$ cat src/rtl/krl_pkg.sv
// Shared constants and types for the key repeat limiter with key FIFO.
package krl_pkg;

    // Number of keys the FIFO can hold.
    localparam int BUFFER_DEPTH = 16;

    // Ring pointer and fill count widths follow from the depth.
    localparam int PTR_W = (BUFFER_DEPTH > 1) ? $clog2(BUFFER_DEPTH) : 1;
    localparam int CNT_W = $clog2(BUFFER_DEPTH + 1);

    // Field widths of one request and one result.
    localparam int ACTION_W = 2;
    localparam int KEY_W    = 8;
    localparam int TIMER_W  = 16;
    localparam int COUNT_W  = 5;

    // Configuration port.
    localparam int CFG_IDX_W  = 2;
    localparam int CFG_DATA_W = 16;

    typedef enum logic [CFG_IDX_W-1:0] {
        CFG_TICK_STEP      = 2'd0,
        CFG_REPEAT_TIMEOUT = 2'd1
    } t_cfg_index;

    typedef enum logic [ACTION_W-1:0] {
        ACT_TICK = 2'd0,
        ACT_PUSH = 2'd1,
        ACT_POP  = 2'd2
    } t_action;

    localparam logic [TIMER_W-1:0] TICK_STEP_RESET      = 16'd10;
    localparam logic [TIMER_W-1:0] REPEAT_TIMEOUT_RESET = 16'd500;
    localparam logic [TIMER_W-1:0] TIMER_MAX            = {TIMER_W{1'b1}};

endpackage

$ cat src/rtl/key_repeat_limiter_fifo.sv
// Top level: keypad auto-repeat limiter feeding a small key FIFO.
//
//  channel  | direction | handshake                  | payload
//  ---------+-----------+----------------------------+-----------------------------------
//  request  | in        | i_start, o_busy            | i_action, i_key_code
//  result   | out       | o_done (one-cycle strobe)  | o_popped_key, o_popped_valid,
//           |           |                            | o_count_before
//  config   | in        | i_cfg_valid, o_cfg_ready   | i_cfg_index, i_cfg_data
//
// A request is taken at every edge where i_start is high; o_busy is always low, so
// one request per cycle is sustained. Each request gives exactly one result, held
// first in the request register, then passed through the timer, FIFO and result
// register. The result register alone sets the rate of one per cycle.
// Reset is synchronous and active low; it empties the FIFO, stops the repeat
// timer, clears the last key and restores both configuration registers.
// The receiver cannot stall: o_done is a strobe and every result is taken at once.
module key_repeat_limiter_fifo (
    input  logic                            i_clk,
    input  logic                            i_rst_n,
    input  logic                            i_start,
    output logic                            o_busy,
    input  logic [krl_pkg::ACTION_W-1:0]    i_action,
    input  logic [krl_pkg::KEY_W-1:0]       i_key_code,
    output logic                            o_done,
    output logic [krl_pkg::KEY_W-1:0]       o_popped_key,
    output logic                            o_popped_valid,
    output logic [krl_pkg::COUNT_W-1:0]     o_count_before,
    input  logic                            i_cfg_valid,
    output logic                            o_cfg_ready,
    input  logic [krl_pkg::CFG_IDX_W-1:0]   i_cfg_index,
    input  logic [krl_pkg::CFG_DATA_W-1:0]  i_cfg_data
);

    // Configuration registers.
    logic [krl_pkg::TIMER_W-1:0] r_tick_step;
    logic [krl_pkg::TIMER_W-1:0] r_repeat_timeout;

    // Request register.
    logic                         r_in_valid;
    logic [krl_pkg::ACTION_W-1:0] r_action;
    logic [krl_pkg::KEY_W-1:0]    r_key;

    // Block state.
    logic [krl_pkg::KEY_W-1:0]   r_key_store [krl_pkg::BUFFER_DEPTH];
    logic [krl_pkg::PTR_W-1:0]   r_rd_ptr;
    logic [krl_pkg::PTR_W-1:0]   r_wr_ptr;
    logic [krl_pkg::CNT_W-1:0]   r_count;
    logic [krl_pkg::TIMER_W-1:0] r_timer;
    logic [krl_pkg::KEY_W-1:0]   r_prev_key;

    // Result register.
    logic                         r_done;
    logic [krl_pkg::KEY_W-1:0]    r_popped_key;
    logic                         r_popped_valid;
    logic [krl_pkg::COUNT_W-1:0]  r_count_before;

    // Next values.
    logic [krl_pkg::PTR_W-1:0]   n_rd_ptr;
    logic [krl_pkg::PTR_W-1:0]   n_wr_ptr;
    logic [krl_pkg::CNT_W-1:0]   n_count;
    logic [krl_pkg::TIMER_W-1:0] n_timer;
    logic [krl_pkg::KEY_W-1:0]   n_prev_key;
    logic [krl_pkg::KEY_W-1:0]   n_popped_key;
    logic                        n_popped_valid;

    logic                         enqueue;
    logic                         dequeue;
    logic                         fifo_full;
    logic                         fifo_empty;
    logic [krl_pkg::TIMER_W:0]    tick_sum;
    logic [krl_pkg::TIMER_W-1:0]  push_timer;

    assign o_busy      = 1'b0;
    assign o_cfg_ready = 1'b1;

    // Configuration writes; indexes beyond the list are ignored.
    always_ff @(posedge i_clk) begin
        if (!i_rst_n) begin
            r_tick_step      <= krl_pkg::TICK_STEP_RESET;
            r_repeat_timeout <= krl_pkg::REPEAT_TIMEOUT_RESET;
        end else if (i_cfg_valid && o_cfg_ready) begin
            case (i_cfg_index)
                krl_pkg::CFG_TICK_STEP:      r_tick_step      <= i_cfg_data;
                krl_pkg::CFG_REPEAT_TIMEOUT: r_repeat_timeout <= i_cfg_data;
                default: ;
            endcase
        end
    end

    // Request register: every request is captured, one per cycle.
    always_ff @(posedge i_clk) begin
        if (!i_rst_n) begin
            r_in_valid <= 1'b0;
        end else begin
            r_in_valid <= i_start && !o_busy;
        end
    end

    always_ff @(posedge i_clk) begin
        r_action <= i_action;
        r_key    <= i_key_code;
    end

    assign fifo_full  = (r_count == krl_pkg::CNT_W'(krl_pkg::BUFFER_DEPTH));
    assign fifo_empty = (r_count == '0);

    // A tick advances a running timer and saturates instead of wrapping.
    assign tick_sum = {1'b0, r_timer} + {1'b0, r_tick_step};

    // Auto-repeat rule for a key report. A new key stops the timer. A repeat of
    // the same key starts a stopped timer, or is held off until the running
    // timer reaches the timeout, at which point the timer clears.
    always_comb begin
        if (r_key != r_prev_key) begin
            push_timer = '0;
        end else if (r_timer == '0) begin
            push_timer = r_tick_step;
        end else if (r_timer >= r_repeat_timeout) begin
            push_timer = '0;
        end else begin
            push_timer = r_timer;
        end
    end

    always_comb begin
        n_timer        = r_timer;
        n_prev_key     = r_prev_key;
        enqueue        = 1'b0;
        dequeue        = 1'b0;
        n_popped_key   = '0;
        n_popped_valid = 1'b0;
        if (r_in_valid) begin
            case (r_action)
                krl_pkg::ACT_TICK: begin
                    if (r_timer != '0) begin
                        n_timer = tick_sum[krl_pkg::TIMER_W] ? krl_pkg::TIMER_MAX
                                                             : tick_sum[krl_pkg::TIMER_W-1:0];
                    end
                end
                krl_pkg::ACT_PUSH: begin
                    n_timer    = push_timer;
                    n_prev_key = r_key;
                    // The key is queued only when the timer ends up stopped.
                    enqueue    = (push_timer == '0) && !fifo_full;
                end
                krl_pkg::ACT_POP: begin
                    if (!fifo_empty) begin
                        dequeue        = 1'b1;
                        n_popped_key   = r_key_store[r_rd_ptr];
                        n_popped_valid = 1'b1;
                    end
                end
                default: ;
            endcase
        end
    end

    // Ring pointers wrap at the buffer depth.
    always_comb begin
        n_rd_ptr = r_rd_ptr;
        n_wr_ptr = r_wr_ptr;
        n_count  = r_count;
        if (dequeue) begin
            n_rd_ptr = (r_rd_ptr == krl_pkg::PTR_W'(krl_pkg::BUFFER_DEPTH - 1))
                       ? '0 : r_rd_ptr + 1'b1;
            n_count  = r_count - 1'b1;
        end
        if (enqueue) begin
            n_wr_ptr = (r_wr_ptr == krl_pkg::PTR_W'(krl_pkg::BUFFER_DEPTH - 1))
                       ? '0 : r_wr_ptr + 1'b1;
            n_count  = r_count + 1'b1;
        end
    end

    always_ff @(posedge i_clk) begin
        if (!i_rst_n) begin
            r_rd_ptr   <= '0;
            r_wr_ptr   <= '0;
            r_count    <= '0;
            r_timer    <= '0;
            r_prev_key <= '0;
            r_done     <= 1'b0;
        end else begin
            r_rd_ptr   <= n_rd_ptr;
            r_wr_ptr   <= n_wr_ptr;
            r_count    <= n_count;
            r_timer    <= n_timer;
            r_prev_key <= n_prev_key;
            r_done     <= r_in_valid;
        end
    end

    // Key storage and result payload carry no reset.
    always_ff @(posedge i_clk) begin
        if (enqueue) begin
            r_key_store[r_wr_ptr] <= r_key;
        end
        r_popped_key   <= n_popped_key;
        r_popped_valid <= n_popped_valid;
        r_count_before <= krl_pkg::COUNT_W'(r_count);
    end

    assign o_done         = r_done;
    assign o_popped_key   = r_popped_key;
    assign o_popped_valid = r_popped_valid;
    assign o_count_before = r_count_before;

`ifndef SYNTH
    // The fill count never goes past the buffer depth.
    a_count_bound: assert property (@(posedge i_clk) disable iff (!i_rst_n)
        r_count <= krl_pkg::CNT_W'(krl_pkg::BUFFER_DEPTH))
        else $error("key FIFO count exceeds depth");

    // Every captured request produces exactly one result on the next cycle.
    a_one_result: assert property (@(posedge i_clk) disable iff (!i_rst_n)
        r_in_valid |=> o_done)
        else $error("request produced no result");

    // A successful pop always reports a nonempty FIFO before it.
    a_pop_count: assert property (@(posedge i_clk) disable iff (!i_rst_n)
        (o_done && o_popped_valid) |-> (o_count_before != '0))
        else $error("pop returned a key from an empty FIFO");

    // A stopped timer does not start on a tick.
    a_tick_stopped: assert property (@(posedge i_clk) disable iff (!i_rst_n)
        (r_in_valid && r_action == krl_pkg::ACT_TICK && r_timer == '0) |=> (r_timer == '0))
        else $error("tick started a stopped repeat timer");
`endif

endmodule
$ cat config.mk
export PLATFORM = sky130hd
export DESIGN_NAME = key_repeat_limiter_fifo
export DESIGN_NICKNAME = d
export VERILOG_FILES = /design/src/rtl/krl_pkg.sv /design/src/rtl/key_repeat_limiter_fifo.sv
export SDC_FILE = /design/constraint.sdc
export NUM_CORES = 1
export LEC_CHECK = 0
export ABC_AREA = 1
export ABC_CLOCK_PERIOD_IN_PS = 3100
export BUFFER_PORTS_ARGS = -buffer_cell sky130_fd_sc_hd__buf_2
export CELL_PAD_IN_SITES_DETAIL_PLACEMENT = 1
export CELL_PAD_IN_SITES_GLOBAL_PLACEMENT = 1
export CORE_MARGIN = 10
export CORE_UTILIZATION = 30
export CTS_CLUSTER_SIZE = 14
export DETAILED_ROUTE_END_ITERATION = 7
export PLACE_DENSITY = 0.59
export SLEW_MARGIN = 20
export SYNTH_ARGS = -nofsm -noshare
export SYNTH_HDL_FRONTEND = slang
export SYNTH_SLANG_ARGS = --single-unit
$ cat constraint.sdc
create_clock -name i_clk -period 3.1 [get_ports i_clk]
set_clock_uncertainty 0.05 [all_clocks]
set_input_delay 0.155 -clock i_clk [delete_from_list [all_inputs] [get_ports i_clk]]
set_output_delay 0.155 -clock i_clk [all_outputs]
set_load 0.02 [all_outputs]
==> flow_summary.yaml <==
grt:
  grt_first_pass_wirelength_um: 49800
  grt_pass1_vias: 9211
  globalRouteMet1Util: 0.171
  grtUsageMet3: 0.0194
  top_usage_layer: "met2"
  use_met2: 0.281
  antenna_found_initial: 0
  overflow: 0
  grt.total_usage: 0.148
  grt_max_degree: 68
floorplanning:
  core_um2: 33600
  dieWidth_um: 205
  die_y_um: 205
  num_rows: 67
  io_pins: 49
  initial_utilization: 0.305
  die-area_um2: 42000
layout:
  mostFrequentLayoutCell: "nand2_1"
  diodes: 0
  drive_above_1_share: 0.224
  area_growth_syn_to_layout_pct: 29.7
  fin_nets: 1359
  final_cell_mix: "nand2_1 (185), nor2_1 (146), o21ai_0 (130), edfxtp_1 (128), buf_4 (97)"
route:
  detail-route-antenna-nets: 0
  dr.pass1.iters: 5
  drc: 0
  via_per_inst: 4.88
  totalWireLength_um: 31800
  vias: 8542
  routedWlPerCell_um: 18.1
  drtIter0Drc: 318
sta:
  layout_setup_ws_ns: 0.00104
  maxSlewViolCount: 0
  fmax_mhz: 323
  setup_viol: 0
  hold_viol: 0
  worst_pin_slew_ns: 0.764
  tns_ns: 0
  period_minus_slack_ns: 3.10
  fin_crit_sh: 1.00
  rsz0062_at_grt: "yes"
  max_slew_margin: 0.490
worst_setup_path:
  crit_arrival_ns: 3.48
  crit_type: "reg -> reg"
  worstRegToRegCells: 21
  r2r-start: "r_repeat_timeout[15]"
  reg2reg_to: "r_count[4]"
  crit_path_start: "r_repeat_timeout[15]"
  worstPathMaxFanout: 6
  crit_path_end_kind: "register"
  critPathLaunchType: "register"
  r2r_setup_slack_ns: 0.001
  cp_data_required_time_ns: 3.48
  cp-endpoint: "r_count[4]"
logic_synthesis:
  synth_edf_count: 128
  synth_top_area_share: 0.375
  synth_top_cell_by_area: "edfxtp_1"
  ys.flop_type: "edfxtp_1"
  synthArstFlopShare: 0
  syn-num-nets: 1187
  synth_seq_area_share: 0.561
  syn_area_um2: 10200
  syn-mean-instance-area_um2: 9.21
  synthCells: 1113
  ys_warn_count: 0
  synthTopCellsByArea: "edfxtp_1 (38%), dfxtp_1 (19%), nand2_1 (7.4%)"
  synth-seq-cells: 223
  ys_types: 45
cts:
  cts_buffer_depth: 3
  cts_tree: "yes"
  h-tree-depth: 1
  cts-root-buf: "clkbuf_16"
  cts_made_buffers: 25
  clock_latency_ns: 0.54
  cts.reportedPaths.clkPinSlew_ns: 0.06
  cts.sinks: 223
power:
  vdd_drop_max_mv: 0.339
  p_per_area_nw_per_um2: 503
  p_leak_nw: 5.32
place:
  pre_cts_ws_ns: -0.352
  portBuffers: 46
  hpwl_um: 21900
  gp_congestion: 0.837
run_status:
  status: "finished clean"
min_path:
  hp-class: "in -> reg"
job:
  maxCapViolCount: 0
## where the power goes
| part | leakage, nW | switching [mW] | internal [mW] | total (mW) |
|---|---|---|---|---|
| registers | 1.93 | 0.0390 | 3.18 | 3.22 |
| logic | 3.01 | 0.391 | 0.251 | 0.642 |
| clock network | 0.381 | 1.21 | 1.62 | 2.83 |
## cell families after synthesis
group,count (synthesis),share of synthesized area
DFF,223,0.561
adders and majority gates,42,0.0527
buffers and inverters,123,0.0502
AOI/OAI and AO/OA,287,0.156
xor gates and xnor gates,21,0.0179
and+or+nand+nor,415,0.162
other,2,0.000733
## area by class of cell
class | count | area [µm²]
Tap cell | 448 | 561
Fill cell | 3829 | 20300
Clock inverter | 10 | 87.6
Multi-Input combinational cell | 767 | 4400
Clock buffer | 34 | 679
Timing Repair Buffer | 195 | 1530
Inverter | 73 | 279
Sequential cell | 223 | 5750
## registers in the layout, indices dropped and copies added, names as in the netlist
signal / flops
o_count_before: 5
o_done: 1
o_popped_key: 8
o_popped_valid: 1
r_action: 2
r_count: 5
r_in_valid: 1
r_key: 8
r_key_store: 128
r_prev_key: 8
r_rd_ptr: 4
r_repeat_timeout: 16
r_tick_step: 16
r_timer: 16
r_wr_ptr: 4
## worst min-delay path by stage
stage / start / to / slack (ns) / cells after the start
final: i_cfg_index[1] / r_repeat_timeout[6] / 0.07 / 4
after CTS: i_cfg_index[1] / r_repeat_timeout[6] / 0.05 / 4
after global placement: i_action[0] / r_action[0] / 0.21 / 1
after detailed placement: i_key_code[4] / r_key[4] / 0.21 / 1
after floorplan: i_action[0] / r_action[0] / 0.13 / 0
after global routing: i_cfg_index[1] / r_repeat_timeout[6] / 0.09 / 4
## synthesized netlist by cell type (3+ instances only)
cell	number
a21oi_1	80
a31oi_1	12
buf_2	4
buf_4	4
buf_6	4
clkbuf_1	36
clkinv_1	3
dfxtp_1	95
edfxtp_1	128
ha_1	40
inv_1	67
nand2_1	201
nand3_1	31
nand3b_1	3
nand4_1	4
nor2_1	162
nor3_1	5
o211ai_1	12
o21ai_0	131
o221ai_1	10
o22ai_1	24
o31ai_1	8
xnor2_1	12
xor2_1	9
## repair_timing
| action | in CTS | in global routing |
|---|---|---|
| endpoints found under the hold margin | 43 | 0 |
| endpoints found under the setup margin | 131 | 131 |
| setup buffers | 6 | 7 |
| gates resized for setup | 47 | 77 |
| pin swaps | 21 | 19 |
| hold buffers | 27 | 0 |
## through the flow
step                area [µm²]   util  hold WS [ns]  total power, mW  cells
finish                   13300  0.395        0.0733             6.69   1750
global placement         11600  0.346         0.209             3.83   1666
CTS                      12900  0.385        0.0530             6.74   1743
detailed placement       11600  0.346         0.210             3.84   1666
floorplan                10200      -         0.133             3.62   1113
global route             13300  0.395        0.0918             6.94   1750
## metal layers
layer  up-vias  wire length, µm  part of all wire
met1      4185            13300              0.42
li1       4182                -                 -
met4         0              772             0.024
met2       124            16700              0.53
met5         -                0                 0
met3        51              976             0.031
## worst max-delay path: stages, from the launching register on
cell and delay [ns]:
dfxtp_2 0.32, inv_2 0.04, ha_4 0.26, nand4_1 0.16, buf_4 0.19, a21oi_4 0.13
nor2_4 0.07, buf_6 0.14, nand3_2 0.08, nand2_1 0.05, nand2_1 0.07, nand2_1 0.08
nor3_2 0.17, buf_4 0.18, nand2_4 0.10, fa_2 0.41, a31oi_4 0.18, inv_2 0.07
nand3_4 0.07, nand3_2 0.07, nand2_1 0.07, nor2_1 0.05
(Power assumes the default switching activity.)
